==> src/hdl/transform_to_position_quaternion_defines.svh <==
`ifndef TRANSFORM_TO_POSITION_QUATERNION_DEFINES_SVH
`define TRANSFORM_TO_POSITION_QUATERNION_DEFINES_SVH

// same-cycle implication, sampled on clk, off during reset
`define TPQ_ASSERT_IMP(name, pre, post, msg) \
	name: assert property (@(posedge clk) disable iff (!arst_n) (pre) |-> (post)) else $error(msg);

// next-cycle implication, sampled on clk, off during reset
`define TPQ_ASSERT_NXT(name, pre, post, msg) \
	name: assert property (@(posedge clk) disable iff (!arst_n) (pre) |=> (post)) else $error(msg);

`endif

==> src/hdl/tpq_pkg.sv <==
`default_nettype none
package tpq_pkg;
	localparam int FRAC_BITS = 16;
	localparam int ROT_W     = 18;
	localparam int POS_W     = 32;
	localparam int A_W       = ROT_W + 3;
	localparam int X_W       = A_W - 1 + FRAC_BITS;
	localparam int RT_W      = (X_W + 1) / 2;
	localparam int D_W       = ROT_W + 1;
	localparam int N_W       = D_W + FRAC_BITS;
	localparam int DEN_W     = RT_W + 1;
	localparam int Q_W       = ROT_W - 1;
	localparam int R_W       = DEN_W + Q_W;
	localparam int SQ_LAT    = RT_W;
	localparam int DV_LAT    = Q_W + 1;
	localparam int LAT       = 1 + SQ_LAT + DV_LAT + 1;

	localparam logic signed [ROT_W-1:0] ONE_Q = ROT_W'(longint'(1) << FRAC_BITS);

	typedef logic signed [ROT_W-1:0] rot_t;
	typedef logic signed [POS_W-1:0] pos_t;
	typedef logic signed [D_W-1:0]   diff_t;
	typedef logic [RT_W-1:0]         root_t;

	typedef enum logic [1:0] {
		BR_W,
		BR_X,
		BR_Y,
		BR_Z
	} branch_t;

	typedef struct packed {
		diff_t d0;
		diff_t d1;
		diff_t d2;
	} diff3_t;

	typedef struct packed {
		pos_t px;
		pos_t py;
		pos_t pz;
	} pos3_t;
endpackage
`default_nettype wire

==> src/hdl/tpq_div.sv <==
`default_nettype none
module tpq_div
	import tpq_pkg::*;
(
	input  wire logic clk,
	input  wire logic adv,
	input  wire diff_t d,
	input  wire root_t root,
	output rot_t      q
);
	logic [R_W-1:0]   rem_s [0:Q_W];
	logic [DEN_W-1:0] den_s [0:Q_W];
	logic [Q_W-1:0]   q_s   [0:Q_W];
	logic             neg_s [0:Q_W];
	logic             ovf_s [0:Q_W];

	logic             d_neg;
	logic [D_W-1:0]   mag;
	logic [N_W-1:0]   num;
	logic [DEN_W-1:0] den;

	always_comb begin
		d_neg = d[D_W-1];
		mag   = d_neg ? D_W'(-d) : D_W'(d);
		num   = {mag, {FRAC_BITS{1'b0}}};
		den   = {root, 1'b0};
	end

	always_ff @(posedge clk) begin
		if (adv) begin
			rem_s[0] <= R_W'(num);
			den_s[0] <= den;
			q_s[0]   <= '0;
			neg_s[0] <= d_neg;
			ovf_s[0] <= R_W'(num) >= (R_W'(den) << Q_W);
		end
	end

	for (genvar g = 0; g < Q_W; g++) begin : g_bit
		localparam int B = Q_W - 1 - g;
		logic [R_W-1:0] trial;
		logic           take;

		assign trial = R_W'(den_s[g]) << B;
		assign take  = rem_s[g] >= trial;

		always_ff @(posedge clk) begin
			if (adv) begin
				rem_s[g+1] <= take ? (rem_s[g] - trial) : rem_s[g];
				q_s[g+1]   <= take ? (q_s[g] | (Q_W'(1) << B)) : q_s[g];
				den_s[g+1] <= den_s[g];
				neg_s[g+1] <= neg_s[g];
				ovf_s[g+1] <= ovf_s[g];
			end
		end
	end

	logic [ROT_W-1:0] mag_sat;

	always_comb begin
		if (ovf_s[Q_W] || ROT_W'(q_s[Q_W]) > ONE_Q) begin
			mag_sat = ONE_Q;
		end else begin
			mag_sat = ROT_W'(q_s[Q_W]);
		end
		q = neg_s[Q_W] ? -rot_t'(mag_sat) : rot_t'(mag_sat);
	end
endmodule
`default_nettype wire

==> config.mk <==
export PLATFORM = sky130hd
export DESIGN_NAME = tpq_div
export DESIGN_NICKNAME = d
export VERILOG_FILES = /design/src/hdl/transform_to_position_quaternion_defines.svh /design/src/hdl/tpq_pkg.sv /design/src/hdl/tpq_div.sv
export SDC_FILE = /design/constraint.sdc
export NUM_CORES = 2
export LEC_CHECK = 0
export ABC_AREA = 1
export BUFFER_PORTS_ARGS = -buffer_cell sky130_fd_sc_hd__buf_2
export CAP_MARGIN = 5
export CELL_PAD_IN_SITES_DETAIL_PLACEMENT = 1
export CELL_PAD_IN_SITES_GLOBAL_PLACEMENT = 1
export CORE_ASPECT_RATIO = 2
export CORE_MARGIN = 1
export CORE_UTILIZATION = 30
export CTS_BUF_LIST = sky130_fd_sc_hd__clkbuf_4 sky130_fd_sc_hd__clkbuf_8
export DETAILED_ROUTE_END_ITERATION = 16
export PLACE_DENSITY = 0.59
export RECOVER_POWER = 100
export REMOVE_ABC_BUFFERS = 1
export SYNTH_ARGS = -nofsm -noshare
export SYNTH_HDL_FRONTEND = slang
export SYNTH_SLANG_ARGS = --single-unit
==> constraint.sdc <==
create_clock -name clk -period 3.4 [get_ports clk]
set_input_delay 0.34 -clock clk [delete_from_list [all_inputs] [get_ports clk]]
set_output_delay 0.34 -clock clk [all_outputs]
set_load 0.05 [all_outputs]
==> impl_metrics.json <==
{
  "status": "complete, but fails checks",
  "violations": "max-capacitance violations, max-slew violations",
  "fp.coreArea_mm2": 0.1858,
  "first_global_vias": 50666,
  "rr_endpoint": "rem_s[8][15]",
  "grt_pass1_wl_mm": 322.2,
  "overflow": 0,
  "avgSynthCellArea_um2": 8.941,
  "layout-drive-gt1-share_pct": 9.731,
  "setup_viol": 0,
  "path_class": "reg2reg",
  "cp_slowest_stage_delay_ns": 0.71,
  "critPathCaptureType": "register",
  "max_slew_margin_pct": -17.70,
  "worstPathRequired_ns": 4.15,
  "finalHoldViolCount": 0,
  "die_height_um": 613.2,
  "arrival_ns": 4.14,
  "areaGrowthSynthToFinish_pct": 15.15,
  "dpl.hpwl_mm": 191.3,
  "wirelength_mm": 228.2,
  "dp.cells": 9006,
  "syn_area_mm2": 0.05603,
  "holdPathEnd": "den_s[0][2]",
  "h-tree-depth": 4,
  "firstDrtPassIters": 5,
  "grt_max_degree": 97,
  "ys_warn_count": 0,
  "max_freq_ghz": 0.2951,
  "viasPerCell": 4.893,
  "worst_path_max_delay_cell": "o21ai_0",
  "worst-r2r-cell-count": 13,
  "multiInputGateArea_mm2": 0.02398,
  "ios": 57,
  "start_util_pct": 30.16,
  "cp_max_fo": 28,
  "grtUsageTotal_pct": 24.02,
  "startpoint_type": "register",
  "synth-async-reset-ratio_pct": 0,
  "hold_class": "in2reg",
  "vias": 45740,
  "yosysSeqAreaShare_pct": 50.32,
  "fillCellCount": 21868,
  "p_leak_nw": 26.64,
  "maxCapViolCount": 1,
  "drt-initial-drc-count": 1767,
  "skew_ns": 0.06490,
  "r2r-start": "den_s[7][2]",
  "numCtsBuffers": 160,
  "period_minus_slack_ns": 3.389,
  "fp.dieArea_mm2": 0.1886,
  "final_cell_mix": "nand2_1, edfxtp_1, inv_1",
  "rows": 224,
  "fin_cells": 9348,
  "antenna_found_initial": 11,
  "seqCellArea_mm2": 0.02820,
  "drc": 0,
  "drt-wirelength-per-cell_um": 24.41,
  "vdd_ir_drop_max_v": 0.0005191,
  "insertion_delay_ns": 0.92,
  "place_ws_ns": -0.06658,
  "port_buffers": 56,
  "slew_violations": 39,
  "final_common_cell": "nand2_1",
  "holdPathStages": 2,
  "cts_root_buf": "clkbuf_8",
  "regToRegSetupSlack_ns": 0.01,
  "die_w_um": 307.6,
  "cts_tree": "done",
  "min-delay-start": "root[1]",
  "worst_slack_ns": 0.01079,
  "powerDensity_mw_per_mm2": 802.5,
  "syn_inst": 6267,
  "cp_cell_sequence": "fa_1 > inv_1 > nand3_1 > nand2_1 > a21oi_2 > o21ai_0 > buf_4 > nand2_1 > nand3_4 > inv_2 > buf_12 > o21ai_0 > buf_4",
  "synth_edf_count": 939,
  "clk_pin_slew_worst_paths_ns": 0.06,
  "nets": 7113,
  "ys.flop_type": "edfxtp_1",
  "yosysUniqueCellTypes": 64,
  "worst_slew_pin_slew_ns": 1.765,
  "cts_buffer_depth": 4,
  "ys_ff_latch": 939,
  "gp_congestion": 0.9415,
  "clock_sinks": 939,
  "fin_crit_sh_pct": 99.68,
  "ant_nets": 0
}
==> worst max path at each step <==
stage / from / to / slack, ns / cells after the start
global route: q_s[17][2] / q[14] / -0.005 / 15
floorplan: q_s[17][2] / q[8] / -0.22 / 11
CTS: q_s[17][1] / q[11] / 0.003 / 8
finish: den_s[7][2] / rem_s[8][15] / 0.01 / 13
global placement: den_s[7][2] / rem_s[8][13] / -0.02 / 12
detailed placement: den_s[7][2] / rem_s[8][13] / -0.07 / 12
==> routing by layer <==
metal / GRT usage, % / part of all wire (%) / up-vias
met5: 0 / 0.011 / -
met1: 14.18 / 23 / 22075
met2: 53.06 / 62 / 882
met3: 2.955 / 2.3 / 713
met4: 25.65 / 12 / 4
li1: - / - / 22066
==> critical path, delay by kind of cell, from the launching register on <==
family / cells / cell delay, ns
flops: 1 / 0.55
simple gates: 4 / 0.45
fa+ha+maj: 1 / 0.49
buf+inv: 5 / 0.73
compound gates: 3 / 0.99
==> per-stage QoR <==
stage / area, um^2 / utilization, % / total power [mW] / setup TNS [ns] / hold slack [ns]
floorplan: 55580 / - / 30.72 / -0.3340 / 0.4003
global placement: 61180 / 32.92 / 41.33 / -0.01846 / 0.4003
detailed placement: 61180 / 32.92 / 41.66 / -0.06658 / 0.4056
CTS: 64720 / 34.83 / 52.42 / 0 / 0.06851
global route: 64520 / 34.72 / 54.64 / -0.01281 / 0.1317
finish: 64530 / 34.73 / 51.78 / 0 / 0.1611
==> kinds of logic after synthesis <==
family / count (synthesis) / share of synthesized area, %
AO/OA/AOI/OAI: 1020 / 10.11
AND/OR/NAND/NOR: 2733 / 20.72
flip-flops: 939 / 50.32
XOR/XNOR: 262 / 4.095
buffers and inverters: 972 / 6.933
adder cells (fa/ha/maj): 341 / 7.829
==> final cells by class <==
cell class                 count  area share, %
sequential                   939          43.70
multi-input combinational   4356          37.16
clock inverter                76         0.8726
timing repair buffer         366          4.233
clock buffer                 197          3.843
antenna                       18        0.06981
tap                         2486          4.820
inverter                     910          5.305
==> power by group <==
group,switching [mW],internal [mW]
sequential,2.08,16.1
clock,5.09,5.35
combinational,15.5,7.69
total,22.6,29.2
==> cells in the mapped netlist (5+ instances only) <==
cell	count	share of area, %
nand4_1	85	0.95
nor3_1	98	0.88
a21o_1	36	0.48
and3_1	7	0.078
nand2_2	10	0.11
a21boi_0	13	0.17
buf_4	16	0.21
a211oi_1	7	0.094
o21bai_1	34	0.46
or2_2	38	0.42
nand3b_1	47	0.63
edfxtp_1	939	50
nor4_1	40	0.45
inv_2	9	0.060
and2_1	5	0.056
a31oi_1	23	0.26
o21a_1	12	0.16
a21oi_2	27	0.42
a21oi_1	403	3.6
o21ai_1	64	0.57
xor2_1	117	1.8
o21ai_2	20	0.31
xnor2_1	145	2.3
nand3_2	6	0.11
nor2_1	591	4.0
inv_1	897	6.0
ha_1	325	7.3
fa_1	16	0.57
buf_6	18	0.36
buf_2	23	0.21
nand2_1	1481	9.9
o21ai_0	363	3.2
nand3_1	292	2.6
==> registers in the layout, indices dropped and copies added (netlist names) <==
| signal | cells |
|---|---|
| ovf_s | 18 |
| q_s | 153 |
| den_s | 306 |
| rem_s | 444 |
| neg_s | 18 |
==> timing repair <==
item                       4_1_cts  5_1_grt
setup buffers                    6        3
hold buffers                    40        0
setup endpoints to repair       16        9
hold endpoints to repair        60        0
resized for setup               19       37
pin swaps                        5       13
Power figures use the tool's default switching activity.
