## config.mk

```make
export PLATFORM = sky130hd
export DESIGN_NAME = tpq_sqrt
export DESIGN_NICKNAME = d
export VERILOG_FILES = /design/src/hdl/transform_to_position_quaternion_defines.svh /design/src/hdl/tpq_pkg.sv /design/src/hdl/tpq_sqrt.sv
export SDC_FILE = /design/constraint.sdc
export NUM_CORES = 1
export LEC_CHECK = 0
export BUFFER_PORTS_ARGS = -buffer_cell sky130_fd_sc_hd__buf_2
export CELL_PAD_IN_SITES_DETAIL_PLACEMENT = 1
export CELL_PAD_IN_SITES_GLOBAL_PLACEMENT = 2
export CORE_AREA = 2 2 276 278
export CTS_BUF_LIST = sky130_fd_sc_hd__clkbuf_16
export DETAILED_ROUTE_END_ITERATION = 12
export DIE_AREA = 0 0 278 280
export PLACE_DENSITY = 0.82
export SYNTH_ARGS = -nofsm -noshare
export SYNTH_HDL_FRONTEND = slang
export SYNTH_SLANG_ARGS = --single-unit
```

## constraint.sdc

```tcl
create_clock -name clk -period 3.4 [get_ports clk]
set_clock_uncertainty 0.2 [all_clocks]
set_input_delay 0.34 -clock clk [delete_from_list [all_inputs] [get_ports clk]]
set_output_delay 0.34 -clock clk [all_outputs]
set_load 0.05 [all_outputs]
```

## src/hdl/transform_to_position_quaternion_defines.svh

```systemverilog
`ifndef TRANSFORM_TO_POSITION_QUATERNION_DEFINES_SVH
`define TRANSFORM_TO_POSITION_QUATERNION_DEFINES_SVH

// same-cycle implication, sampled on clk, off during reset
`define TPQ_ASSERT_IMP(name, pre, post, msg) \
	name: assert property (@(posedge clk) disable iff (!arst_n) (pre) |-> (post)) else $error(msg);

// next-cycle implication, sampled on clk, off during reset
`define TPQ_ASSERT_NXT(name, pre, post, msg) \
	name: assert property (@(posedge clk) disable iff (!arst_n) (pre) |=> (post)) else $error(msg);

`endif

```

## src/hdl/tpq_pkg.sv

```systemverilog
`default_nettype none
package tpq_pkg;
	localparam int FRAC_BITS = 16;
	localparam int ROT_W     = 18;
	localparam int POS_W     = 32;
	localparam int A_W       = ROT_W + 3;
	localparam int X_W       = A_W - 1 + FRAC_BITS;
	localparam int RT_W      = (X_W + 1) / 2;
	localparam int D_W       = ROT_W + 1;
	localparam int N_W       = D_W + FRAC_BITS;
	localparam int DEN_W     = RT_W + 1;
	localparam int Q_W       = ROT_W - 1;
	localparam int R_W       = DEN_W + Q_W;
	localparam int SQ_LAT    = RT_W;
	localparam int DV_LAT    = Q_W + 1;
	localparam int LAT       = 1 + SQ_LAT + DV_LAT + 1;

	localparam logic signed [ROT_W-1:0] ONE_Q = ROT_W'(longint'(1) << FRAC_BITS);

	typedef logic signed [ROT_W-1:0] rot_t;
	typedef logic signed [POS_W-1:0] pos_t;
	typedef logic signed [D_W-1:0]   diff_t;
	typedef logic [RT_W-1:0]         root_t;

	typedef enum logic [1:0] {
		BR_W,
		BR_X,
		BR_Y,
		BR_Z
	} branch_t;

	typedef struct packed {
		diff_t d0;
		diff_t d1;
		diff_t d2;
	} diff3_t;

	typedef struct packed {
		pos_t px;
		pos_t py;
		pos_t pz;
	} pos3_t;
endpackage
`default_nettype wire

```

## src/hdl/tpq_sqrt.sv

```systemverilog
`default_nettype none
module tpq_sqrt
	import tpq_pkg::*;
(
	input  wire logic          clk,
	input  wire logic          adv,
	input  wire logic [A_W-2:0] a,
	output root_t              root
);
	root_t      root_s [0:SQ_LAT-1];
	logic [X_W:0] rem_s [0:SQ_LAT-1];

	for (genvar g = 0; g < SQ_LAT; g++) begin : g_bit
		localparam int B = RT_W - 1 - g;
		root_t        r_cur;
		logic [X_W:0] x_cur, trial;
		logic         take;

		if (g == 0) begin : g_first
			assign r_cur = '0;
			assign x_cur = (X_W+1)'({a, {FRAC_BITS{1'b0}}});
		end else begin : g_next
			assign r_cur = root_s[g-1];
			assign x_cur = rem_s[g-1];
		end

		assign trial = ((X_W+1)'(r_cur) << (B + 1)) | ((X_W+1)'(1) << (2 * B));
		assign take  = x_cur >= trial;

		always_ff @(posedge clk) begin
			if (adv) begin
				root_s[g] <= take ? (r_cur | (RT_W'(1) << B)) : r_cur;
				rem_s[g]  <= take ? (x_cur - trial) : x_cur;
			end
		end
	end

	assign root = root_s[SQ_LAT-1];
endmodule
`default_nettype wire

```

==> results.txt <==
The largest stage delay on the critical path came out at 0.45 ns. The first-pass GRT wire length came out at around 110,000 um. The post-synthesis cell area is 0.02974 sq mm. By area the synthesized netlist is led by sky130_fd_sc_hd__edfxtp_1 58%, sky130_fd_sc_hd__ha_1 7.2%, sky130_fd_sc_hd__xnor2_1 3.9%, sky130_fd_sc_hd__xor2_1 2.8%, sky130_fd_sc_hd__inv_1 2.7%. The width of the chip came out at 278 um. The total number of H-tree levels is 3. The number of logic stages on the critical path including buffering is 9.

The worst-case IR drop observed on VDD is 0.3624 mV. The part of the cycle the worst path needs came out at 97.00%. The number of antenna diodes in the final layout is 0.

The count of cell types in the netlist is 78. The critical path goes through ha_1 > fa_1 > a21oi_2 > o221a_2 > a21oi_1 > o211a_1 > a22o_2 > a2111oi_1 > xor2_1. The number of cells on the worst hold path came out at 1. The largest total area in the synthesized netlist belongs to sky130_fd_sc_hd__edfxtp_1. Summing all non-filler instances in the final layout gives an area of 0.03417 sq mm. The HPWL reported at the end of detailed placement is 48,600 um. The full die area is 0.07784 sq mm.

The post-layout instance count excluding filler cells is 3,665. The number of clock sinks is about 580. The number of nets at the end of the flow is 2,838. Entering global routing, the biggest net connects 85 pins. TritonCTS built the clock tree.

The clock latency at the later pin of the worst-skew pair is 0.60 ns. The synthesized netlist net count is 2,675. The floorplan has 101 rows. The number of hold violations in the final report is 0.

The run finished with clean final reports. The total I/O pin count is 40. The number of synthesized flops with an enable pin is approximately 580. The worst min-delay path class is in2reg.

For the worst setup path, the data arrival time is 3.42 ns. After synthesis, flip-flops and latches occupy about three fifths of the total area. The maximum frequency from static timing analysis is 303.2 MHz.

The cell area power density came out at roughly 590 mW/mm^2. The count of routing violations after the opening detailed-route iteration is 927. The count of TritonRoute iterations in the first routing pass is 5. The post-synthesis average cell area came out at ~12 sq um. The via count of the first global-routing pass came to around 21k. The number of warnings printed during yosys synthesis is 0.

The async set-or-reset flop fraction in the synthesized netlist is 0%. The final hold slack came out at 0.009820 ns. The total setup violations reported at the end of the flow came out at 0. The transition time of the tightest slew-check pin came out at 0.7924 ns. The floorplan core area is 0.07519 sq mm. The post-placement cell count is ~3.5k. The aggregate negative setup slack is 0 ns. Global routing finished with a remaining overflow of 0.

The final max-slew violation count came to 0. The placed standard-cell area came out at 0.03164 sq mm. The number of buffers added by the clock tree synthesis step is 66. For this design the static power due to leakage is 13.04 nW. The detail-routed net length per standard cell is 17.75 um. The fraction of final layout cells sized beyond drive strength 1 is 10.94%.

The count of antenna-violating nets left after detailed routing is 0. The number of cells produced by synthesis came out at 2,476. The cell at the slowest stage of the critical path is sky130_fd_sc_hd__a2111oi_1. The global placement routability congestion came out at 0.8660. From synthesis to final layout, the design area changed by 14.86%. The commonest cells after synthesis are 577 x sky130_fd_sc_hd__edfxtp_1, 217 x sky130_fd_sc_hd__inv_1, 174 x sky130_fd_sc_hd__nor2_1. At the worst endpoint, the required time is 3.52 ns. The die extent in y came out at roughly 280 um. In the post-synthesis netlist, the cell with the most instances is sky130_fd_sc_hd__edfxtp_1. The number of antenna violations at the first check in global routing is 1.

The clock period minus worst slack is 3.298 ns. During placement, the flow inserted port buffers numbering 39. Measured against its own limit, the worst slew margin works out to 46.69%. The average via count per standard cell is around 5.3. The fill cell instance count of the final layout is 7,855.

For the worst flop-to-flop path, the logic depth is 9. The type of origin of the critical path is a register. On the critical path the largest part of the delay comes from compound AO/OA/AOI/OAI gates. The area share of the largest cell type after synthesis came out at 58.25%.

The nature of the critical path endpoint is a register. The max capacitance violation total came out at 0. The maximum net fanout on the critical path is 9.

Detailed routing inserted a total of 19.34k vias. The clock tree buffer depth is 3. The worst setup path is of the reg2reg kind. Among all flip-flop cells after synthesis, the most frequent one is sky130_fd_sc_hd__edfxtp_1.

The DRC violations left came out at 0. The post-detailed-routing wire length came out at 65,040 um. Together, buffers and inverters on the worst path number 0.

The overall fraction of global-route tracks in use came out at 16.81%. The tree is rooted in a sky130_fd_sc_hd__clkbuf_16. The clock edge transition at the registers on the reported setup and hold paths is 0.06 ns.

The register bit count reported by yosys came out at 577. For this configuration, the core starts out at a cell density of 39.56%.
## metrics by stage
stage | setup slack [ns] | power [mW] | utilization (%)
after floorplan | 0.1653 | 12.00 | -
after global placement | -0.01826 | 13.09 | 42.08
after detailed placement | -0.1139 | 13.25 | 42.08
after CTS | -0.06256 | 20.43 | 45.27
after global routing | -0.01132 | 21.22 | 45.44
final | 0.1018 | 20.25 | 45.44
## logic make-up (layout without fill, tap and decap cells)
kind of cell	count (synthesis)	count (layout)	synth area share (%)
muxes	41	41	1.565
and+or+nand+nor	714	714	12.36
AOI/OAI and AO/OA	485	485	10.15
adders and majority gates	177	177	7.622
DFF	577	577	58.25
xor gates and xnor gates	228	228	6.714
other	1	1	0.01261
buffers and inverters	253	464	3.319
## path summary, 6_finish.rpt
kind / end / startpoint / slack, ns
max: rem_s[16][32]$_DFFE_PP_ / rem_s[15][4]$_SDFFCE_PP0P_ / 0.10
max reg2reg: rem_s[16][32]$_DFFE_PP_ / rem_s[15][4]$_SDFFCE_PP0P_ / 0.10
min reg2reg: rem_s[2][26]$_DFFE_PP_ / rem_s[1][26]$_DFFE_PP_ / 0.24
min: rem_s[7][35]$_DFFE_PP_ / adv / 0.01
## flip-flops by register name, summed over array words and instances, names as in the netlist
signal	count
rem_s	406
root_s	171
## power breakdown
group / total (mW) / switching [mW] / leakage, nW / internal, mW
registers: 9.58 / 0.645 / 5.40 / 8.94
logic: 3.61 / 2.04 / 6.52 / 1.57
clock network: 7.06 / 2.87 / 1.13 / 4.19
total: 20.3 / 5.55 / 13.0 / 14.7
## layout make-up
cell class | instances | area [sq um] | share of cell area [%]
sequential | 577 | 17330 | 50.71
multi-input combinational | 1646 | 11570 | 33.87
clock buffer | 66 | 1652 | 4.834
tap | 978 | 1224 | 3.582
timing repair buffer | 129 | 1050 | 3.073
inverter | 219 | 822.0 | 2.406
clock inverter | 50 | 520.5 | 1.523
## routing by layer
layer / global-route usage, % / part of all wire, % / vias to the layer above
li1: - / - / 9460
met1: 18.22 / 40 / 9455
met2: 32.47 / 53 / 279
met3: 2.506 / 2.9 / 148
met4: 6.833 / 3.7 / 0
met5: 0 / 0 / -
## repair_timing
action | CTS | global route
setup buffers | 0 | 1
hold buffers | 21 | 0
hold endpoints to repair | 21 | 0
pin swaps | 0 | 2
gates resized for setup | 5 | 26
setup endpoints to repair | 8 | 50
## layout by cell type, fill, tap and decap left out, types with 8 or more instances in the layout
cell,synthesis,layout
sky130_fd_sc_hd__nor4_1,42,39
sky130_fd_sc_hd__clkbuf_16,0,66
sky130_fd_sc_hd__nand3b_1,14,14
sky130_fd_sc_hd__nor2b_1,27,27
sky130_fd_sc_hd__nor2_1,174,174
sky130_fd_sc_hd__o21ai_0,123,121
sky130_fd_sc_hd__nand4_1,22,22
sky130_fd_sc_hd__nor4b_1,11,10
sky130_fd_sc_hd__or2_2,18,18
sky130_fd_sc_hd__or3_1,20,20
sky130_fd_sc_hd__nand2_1,172,172
sky130_fd_sc_hd__and3_1,8,8
sky130_fd_sc_hd__ha_1,170,169
sky130_fd_sc_hd__mux2_2,32,32
sky130_fd_sc_hd__edfxtp_1,577,577
sky130_fd_sc_hd__or4_1,19,18
sky130_fd_sc_hd__buf_2,9,38
sky130_fd_sc_hd__buf_12,0,9
sky130_fd_sc_hd__xor2_1,94,94
sky130_fd_sc_hd__xnor2_1,134,134
sky130_fd_sc_hd__a21o_1,39,39
sky130_fd_sc_hd__and2_1,10,10
sky130_fd_sc_hd__o211ai_1,15,15
sky130_fd_sc_hd__bufinv_16,0,8
sky130_fd_sc_hd__a31oi_1,9,9
sky130_fd_sc_hd__dlygate4sd3_1,0,21
sky130_fd_sc_hd__nand2b_1,31,31
sky130_fd_sc_hd__clkinv_2,0,9
sky130_fd_sc_hd__buf_4,1,59
sky130_fd_sc_hd__nor3_1,60,59
sky130_fd_sc_hd__o21a_1,33,33
sky130_fd_sc_hd__nand4b_1,13,13
sky130_fd_sc_hd__a21oi_1,153,152
sky130_fd_sc_hd__a211oi_1,26,24
sky130_fd_sc_hd__inv_1,217,235
sky130_fd_sc_hd__nand3_1,45,45
sky130_fd_sc_hd__o31ai_1,20,20
Note: power is estimated with default switching activity, not from simulation.
