File: config.mk
export PLATFORM = sky130hd
export DESIGN_NAME = tpq_sel
export DESIGN_NICKNAME = d
export VERILOG_FILES = /design/src/hdl/transform_to_position_quaternion_defines.svh /design/src/hdl/tpq_pkg.sv /design/src/hdl/tpq_sel.sv
export SDC_FILE = /design/constraint.sdc
export NUM_CORES = 1
export LEC_CHECK = 0
export ABC_AREA = 1
export BUFFER_PORTS_ARGS = -buffer_cell sky130_fd_sc_hd__clkbuf_2
export CELL_PAD_IN_SITES_DETAIL_PLACEMENT = 1
export CELL_PAD_IN_SITES_GLOBAL_PLACEMENT = 1
export CORE_MARGIN = 4
export CORE_UTILIZATION = 44
export CTS_CLUSTER_DIAMETER = 150
export CTS_CLUSTER_SIZE = 20
export DETAILED_ROUTE_END_ITERATION = 16
export PLACE_DENSITY_LB_ADDON = 0.1
export SKIP_CTS_REPAIR_TIMING = 1
export SLEW_MARGIN = 30
export SYNTH_ARGS = -nofsm -noshare
export SYNTH_HDL_FRONTEND = slang
export SYNTH_SLANG_ARGS = --single-unit
File: constraint.sdc
create_clock -name clk -period 4.8 [get_ports clk]
set_clock_uncertainty 0.1 [all_clocks]
set_input_delay 0 -clock clk [delete_from_list [all_inputs] [get_ports clk]]
set_output_delay 0 -clock clk [all_outputs]
set_load 0.02 [all_outputs]
File: src/hdl/transform_to_position_quaternion_defines.svh
`ifndef TRANSFORM_TO_POSITION_QUATERNION_DEFINES_SVH
`define TRANSFORM_TO_POSITION_QUATERNION_DEFINES_SVH

// same-cycle implication, sampled on clk, off during reset
`define TPQ_ASSERT_IMP(name, pre, post, msg) \
	name: assert property (@(posedge clk) disable iff (!arst_n) (pre) |-> (post)) else $error(msg);

// next-cycle implication, sampled on clk, off during reset
`define TPQ_ASSERT_NXT(name, pre, post, msg) \
	name: assert property (@(posedge clk) disable iff (!arst_n) (pre) |=> (post)) else $error(msg);

`endif

File: src/hdl/tpq_pkg.sv
`default_nettype none
package tpq_pkg;
	localparam int FRAC_BITS = 16;
	localparam int ROT_W     = 18;
	localparam int POS_W     = 32;
	localparam int A_W       = ROT_W + 3;
	localparam int X_W       = A_W - 1 + FRAC_BITS;
	localparam int RT_W      = (X_W + 1) / 2;
	localparam int D_W       = ROT_W + 1;
	localparam int N_W       = D_W + FRAC_BITS;
	localparam int DEN_W     = RT_W + 1;
	localparam int Q_W       = ROT_W - 1;
	localparam int R_W       = DEN_W + Q_W;
	localparam int SQ_LAT    = RT_W;
	localparam int DV_LAT    = Q_W + 1;
	localparam int LAT       = 1 + SQ_LAT + DV_LAT + 1;

	localparam logic signed [ROT_W-1:0] ONE_Q = ROT_W'(longint'(1) << FRAC_BITS);

	typedef logic signed [ROT_W-1:0] rot_t;
	typedef logic signed [POS_W-1:0] pos_t;
	typedef logic signed [D_W-1:0]   diff_t;
	typedef logic [RT_W-1:0]         root_t;

	typedef enum logic [1:0] {
		BR_W,
		BR_X,
		BR_Y,
		BR_Z
	} branch_t;

	typedef struct packed {
		diff_t d0;
		diff_t d1;
		diff_t d2;
	} diff3_t;

	typedef struct packed {
		pos_t px;
		pos_t py;
		pos_t pz;
	} pos3_t;
endpackage
`default_nettype wire

File: src/hdl/tpq_sel.sv
`default_nettype none
module tpq_sel
	import tpq_pkg::*;
(
	input  wire logic              clk,
	input  wire logic              adv,
	input  wire rot_t              m00,
	input  wire rot_t              m01,
	input  wire rot_t              m02,
	input  wire rot_t              m10,
	input  wire rot_t              m11,
	input  wire rot_t              m12,
	input  wire rot_t              m20,
	input  wire rot_t              m21,
	input  wire rot_t              m22,
	output logic [A_W-2:0]         a_s1,
	output branch_t                br_s1,
	output diff3_t                 d_s1
);
	localparam logic signed [A_W-1:0] ONE_A = A_W'(longint'(1) << FRAC_BITS);

	logic signed [A_W-1:0] e00, e11, e22, tr, a_raw;
	branch_t               br;
	diff3_t                d;
	diff_t                 d_21m12, d_02m20, d_10m01, d_01p10, d_02p20, d_12p21;

	always_comb begin
		e00 = A_W'(m00);
		e11 = A_W'(m11);
		e22 = A_W'(m22);
		tr  = e00 + e11 + e22;
		d_21m12 = D_W'(m21) - D_W'(m12);
		d_02m20 = D_W'(m02) - D_W'(m20);
		d_10m01 = D_W'(m10) - D_W'(m01);
		d_01p10 = D_W'(m01) + D_W'(m10);
		d_02p20 = D_W'(m02) + D_W'(m20);
		d_12p21 = D_W'(m12) + D_W'(m21);
		if (tr > 0) begin
			br = BR_W;
		end else if (m00 > m11 && m00 > m22) begin
			br = BR_X;
		end else if (m11 > m22) begin
			br = BR_Y;
		end else begin
			br = BR_Z;
		end
		case (br)
			BR_W: begin
				a_raw = tr + ONE_A;
				d = '{d0: d_21m12, d1: d_02m20, d2: d_10m01};
			end
			BR_X: begin
				a_raw = ONE_A + e00 - e11 - e22;
				d = '{d0: d_21m12, d1: d_01p10, d2: d_02p20};
			end
			BR_Y: begin
				a_raw = ONE_A + e11 - e00 - e22;
				d = '{d0: d_02m20, d1: d_01p10, d2: d_12p21};
			end
			default: begin
				a_raw = ONE_A + e22 - e00 - e11;
				d = '{d0: d_10m01, d1: d_02p20, d2: d_12p21};
			end
		endcase
	end

	always_ff @(posedge clk) begin
		if (adv) begin
			a_s1  <= (a_raw <= 0) ? (A_W-1)'(1) : a_raw[A_W-2:0];
			br_s1 <= br;
			d_s1  <= d;
		end
	end
endmodule
`default_nettype wire

==> results of run 1 <==
[placed cells by master, fill, tap and decap left out, drive strengths merged, types with 24 or more instances in the layout]
| master | count |
|---|---|
| ha | 338 |
| nor2 | 198 |
| o211ai | 24 |
| nand4 | 66 |
| fa | 88 |
| clkbuf | 251 |
| xor2 | 95 |
| edfxtp | 79 |
| buf | 65 |
| o21ai | 102 |
| nand3 | 143 |
| inv | 410 |
| nor3 | 34 |
| nand2 | 455 |
| a21oi | 186 |
[registers in the layout, indices dropped and copies added (netlist names)]
signal  cells
br_s1       2
a_s1       20
d_s1       57
[final cells by class]
type	count	area share, %
antenna	2	0.02489
inverter	410	7.685
clock inverter	6	0.1804
timing repair buffer	307	8.693
multi-input combinational	1880	67.28
tap	518	3.223
clock buffer	9	1.120
sequential	79	11.80
[worst max-delay path: cells and delay by family]
family	cells	cell delay, ns
AOI/OAI and AO/OA	3	0.48
buffers and inverters	4	0.60
xor gates and xnor gates	1	0.26
and+or+nand+nor	21	2.14
adders and majority gates	3	1.18
[final timing paths]
path | startpoint | to | slack, ns | cells past startpoint
worst max-delay path | m11[2] | a_s1[10] | 0.12 | 32
worst min-delay path | m01[1] | d_s1[20] | 0.07 | 4
[per-layer routing]
layer  vias up  part of all wire (%)  track usage [%]  wire [um]
met5         -                     0                0          0
met4         0                   2.3            6.455       1568
met3        86                   9.2            6.604       6338
met2       716                    42            46.34      29190
met1      8549                    46            45.42      32160
li1       8442                     -                -          -
[stage by stage]
step | TNS [ns] | power (mW) | hold slack (ns) | util [%]
floorplan | 0 | 4.501 | 0.01250 | -
global placement | 0 | 6.276 | 0.3562 | 50.36
detailed placement | -2.147 | 6.397 | 0.3578 | 50.36
CTS | 0 | 7.062 | 0.06593 | 51.03
global route | -3.110 | 7.820 | 0.09343 | 51.55
finish | 0 | 7.307 | 0.06969 | 51.55
[where the power goes]
part	internal (mW)	leakage [nW]	switching [mW]
Sequential	1.17	0.769	0.138
Combinational	1.76	9.81	3.59
Clock	0.345	0.124	0.299
[kinds of logic (layout without fill, tap and decap cells)]
family	after synthesis	in the layout	share of synthesized area, %
other cells	0	2	0
buf+inv	457	732	10.07
flops	79	79	13.52
xor+xnor	115	115	5.848
simple gates	930	933	23.04
compound gates	406	406	13.37
fa+ha+maj	426	426	34.15
==> results.md, run 1 <==
- Worst Hold Class: in -> reg
- Synth Warn #: 0
- Top-area cell type share of the netlist area: approximately 24%
- Leakage: about 11 nW
- Pre-CTS setup slack: -0.1308 ns
- ANT nets after route: 0
- Max-cap viol count: 0
- Antenna violations before repair: 2
- Number of flops mapped to enable cells by yosys: 79
- Worst vdd ir: approximately 180 uV
- Most common cell in the netlist: nand2_1
- Pwr Density: 363.4 nW/um^2
- Placed Area: 19650 um^2
- Vias: between 15000 and 20000
- Initial Util: between 40% and 50%
- Ys flop type: edfxtp_1
- CP Max Fanout: 7
- Pre-antenna DRT Iters: 5
- Final instance area: 20110 um^2
- Arrival @ worst endpoint: around 4.7 ns
- DR DRC count: 0
- Num CTS Buffers: 9
- Status: completed
- Max Slew Vio Count: 0
- Crit end category: flop
- CP Launch Type: input port
- Die width: between 200 and 250 um
- Final min period: roughly 4.7 ns
- Worst-path clk slew: about 0.070 ns
- CTS Buffer Depth: 2
- Die Ht: about 210 um
- Area of the multi-input gates: between 10000 and 15000 um^2
- Number of clock sinks: 79
- Vias in the first global route: 18207
- Overflow left after global routing: 0
- Synthesis-stage register bit count: between 70 and 80
- Sequential cell area: 2372 um^2
- Total Nets Final: about 3300
- Mapped Cells: approximately 2400
- CP Class: in -> reg
- RePlAce Congestion: 0.9992
- Largest net degree at the start of global routing: 80
- Fill cells: 5179
- Crit-path most repeated cell: nand2_1
- Avg WL per Cell: around 22 um
- Worst setup margin: about 0.12 ns
- Post-synth top area cell: ha_1
- Slew @ Worst Pin: 0.7992 ns
- Area contributors post-synth: ha_1 (24%), edfxtp_1 (14%), fa_1 (10%)
- Crit-path slowest cell: fa_1
- Sequential element share of the synthesized area: between 10 and 15%
- Async S/R FF share, synth: 0%
- CTS H-tree depth: 3
- Highest clock rate: between 200 and 250 MHz
- Worst path required time: approximately 4.8 ns
- Post-Syn Area: between 15000 and 20000 um^2
- Placed insts: about 3200
- Core area: between 30000 and 40000 um^2
- Iter 0 DRT Violations: roughly 1200
- P&R area growth vs syn: 14.62%
- Period utilization: between 90% and 100%
- Total Wirelength: around 69 mm
- CTS tree: yes
- Die Footprint: between 40000 and 50000 um^2
- Top Ports: around 240
- Most common library cells after synthesis: nand2_1 (448), inv_1 (405), ha_1 (338)
- Layout cell share with drive strength beyond 1: 13.60%
- Final Hold Fails: 0
- Relative slew slack: between 40% and 50%
- PortBufs: 242
- Row count: around 70
- Tot GR Track Use: 30.72%
- Synth Net Count: 3003
- Synth cell types: 48
- Vias per cell: between 5 and 6
- Non-Filler Instances: around 3200
- First-pass GRT wire length: about 110 mm
- Max stage delay on crit path: 0.66 ns
- Post-DP HPWL: between 60 and 70 mm
- Mapped Avg Cell Area: between 7 and 8 um^2
- # setup viols final: 0
- Root Buffer: clkbuf_16
No activity file was read; power rests on OpenSTA's default activity.
==> run 2, diff against run 1 <==
--- a/config.mk
+++ b/config.mk
@@ -10,7 +10,7 @@
 export CELL_PAD_IN_SITES_DETAIL_PLACEMENT = 1
 export CELL_PAD_IN_SITES_GLOBAL_PLACEMENT = 1
 export CORE_MARGIN = 4
-export CORE_UTILIZATION = 44
+export CORE_UTILIZATION = 35
 export CTS_CLUSTER_DIAMETER = 150
 export CTS_CLUSTER_SIZE = 20
 export DETAILED_ROUTE_END_ITERATION = 16
==> run 2 against run 1 <==
Final cell count up 5.9%; sequential power about the same; global-route usage is 4.1 points lower; count of clock-buffer cells in the layout rose by 1; fmax grew 4.2%; core utilization decreased by 9.4 points; flip-flop and latch count is the same; critical path depth grew 2; final area rose by 3.2%; clock power is 29% higher; sequential share of layout area is 0.37 points lower; non-clock buffer count increased by 44.
==> results.md, run 2 (synthesis gave the netlist of run 1 again) <==
- Crit-path slowest cell: fa_2
- Leakage: 10.96 nW (+2.4%)
- Sequential cell area: 2372 um^2 (unchanged)
- CP Max Fanout: 9 (+2)
- Layout cell share with drive strength beyond 1: 15.42% (+1.8 points)
- Core area: 49250 um^2 (+26%)
- Max Slew Vio Count: 0 (unchanged)
- ANT nets after route: 0 (unchanged)
- Root Buffer: clkbuf_16
- CTS Buffer Depth: 2 (unchanged)
- Worst Hold Class: in -> reg
- WL met3: 3.985 mm (-37%)
- Largest net degree at the start of global routing: 80 (unchanged)
- RePlAce Congestion: 0.9961 (-0.31%)
- Finished Core Util: 42.15% (-9.4 points)
- Max-cap viol count: 0 (unchanged)
- Commonest non-fill, non-tap cell in the layout: nand2_1
- Overflow left after global routing: 0 (unchanged)
- # setup viols final: 0 (unchanged)
- Max stage delay on crit path: 0.61 ns (-0.05 ns)
- Highest metal used: met4
- Die Footprint: 53770 um^2 (+25%)
- Total Wirelength: 74.02 mm (+6.9%)
- Commonest non-fill, non-tap cells in the layout: nand2_1 (447), inv_1 (403), ha_1 (329)
- Reg with most FFs: d_s1
- Crit end category: flop
- Routed wl met2: 31.22 mm (+6.9%)
- Status: completed
- Num CTS Buffers: 9 (unchanged)
- Pwr Density: 380.6 nW/um^2 (+4.7%)
- CP Launch Type: input port
- Max reg flops: 57 (unchanged)
- CP Class: in -> reg
- Vias in the first global route: 18184 (-0.13%)
- Worst-path clk slew: 0.06 ns (about the same)
- Number of clock sinks: 79 (unchanged)
- Die Ht: 231.9 um (+12%)
- Final min period: 4.489 ns (-0.1890 ns)
- Tot GR Track Use: 26.59% (-4.1 points)
- DR DRC count: 0 (unchanged)
- Relative slew slack: 46.84% (+0.18 points)
- Worst vdd ir: 200.3 uV (+8.3%)
- Die width: 231.9 um (+12%)
- Worst path required time: 4.81 ns (about the same)
- Period utilization: 93.51% (-3.9 points)
- Fill cells: 6315 (+22%)
- Crit-path most repeated cell: nand2_1
- Arrival @ worst endpoint: 4.50 ns (-0.19 ns)
- Iter 0 DRT Violations: 1251 (+0.40%)
- Slew @ Worst Pin: 0.7975 ns (-0.001784 ns)
- Highest clock rate: 222.8 MHz (+4.2%)
- PortBufs: 242 (unchanged)
- Final Hold Fails: 0 (unchanged)
- P&R area growth vs syn: 18.33%
- Final setup TNS: 0 ns (unchanged)
- Wl on met1: 38.02 mm (+18%)
- Total power: 7.901 mW (+8.1%)
- Total Nets Final: 3321 (+1.3%)
- Avg WL per Cell: 21.77 um (+0.94%)
- Area of the multi-input gates: 13570 um^2 (+0.33%)
- First-pass GRT wire length: 110.3 mm (+4.6%)
- Vias per cell: 5.160 (-6.9%)
- Initial Util: 35.62% (-9.4 points)
- Ant. Diodes: 0 (-2)
- Vias: 17544 (-1.4%)
- CTS H-tree depth: 3 (unchanged)
- Antenna violations before repair: 2 (unchanged)
- Post-DP HPWL: 64.71 mm (+7.4%)
- Pre-antenna DRT Iters: 5 (unchanged)
- Top Ports: 243 (unchanged)
- Row count: 81 (+13%)
- CTS tree: yes
- Regs by FF count: d_s1 x57, a_s1 x20, br_s1 x2
[run 2: cell count changes in the layout (fill, tap and decap cells not counted), moves of 3 or more]
cell | previous run | this run
buf_4 | 62 | 103
bufinv_16 | 0 | 3
clkinv_1 | 3 | 0
nor2_1 | 193 | 189
nor2_2 | 5 | 9
[run 2: worst paths after layout]
kind / startpoint / cells past startpoint / to / slack (ns)
setup / recovery: m00[11] / 34 / a_s1[5] / 0.31
hold / removal: m12[17] / 4 / d_s1[18] / 0.10
[run 2: layout make-up]
| cell class | instances | share of cell area [%] |
|---|---|---|
| multi-input combinational | 1880 | 65.38 |
| sequential | 79 | 11.43 |
| timing repair buffer | 351 | 10.08 |
| inverter | 410 | 7.444 |
| tap | 664 | 4.002 |
| clock buffer | 10 | 1.103 |
| clock inverter | 6 | 0.5605 |
[run 2: stage by stage]
stage	cell area, um^2	instances	hold slack (ns)	worst slack (ns)
global placement	20160	3375	0.3606	-0.08137
CTS	20510	3391	0.09311	0.1313
detailed placement	20160	3375	0.3623	-0.2020
finish	20760	3400	0.1036	0.3114
global route	20760	3400	0.1358	-0.02673
floorplan	17540	2413	0.01250	0.5673
[run 2: power by group]
group | switching, mW | total (mW) | internal, mW
clock | 0.319 | 0.832 | 0.513
sequential | 0.172 | 1.34 | 1.17
combinational | 3.72 | 5.73 | 2.01
total | 4.21 | 7.90 | 3.69
[run 2: routing by layer]
metal	up-vias	GRT usage, %
met5	-	0
met4	0	2.970
met3	37	2.085
met2	462	40.66
met1	8512	41.92
li1	8533	-
[run 2: critical path, delay by kind of cell]
kind,cells,cell delay [ns]
and+or+nand+nor,18,1.70
buffers and inverters,8,0.80
AOI/OAI and AO/OA,4,0.56
adders and majority gates,3,1.14
xor gates and xnor gates,1,0.26
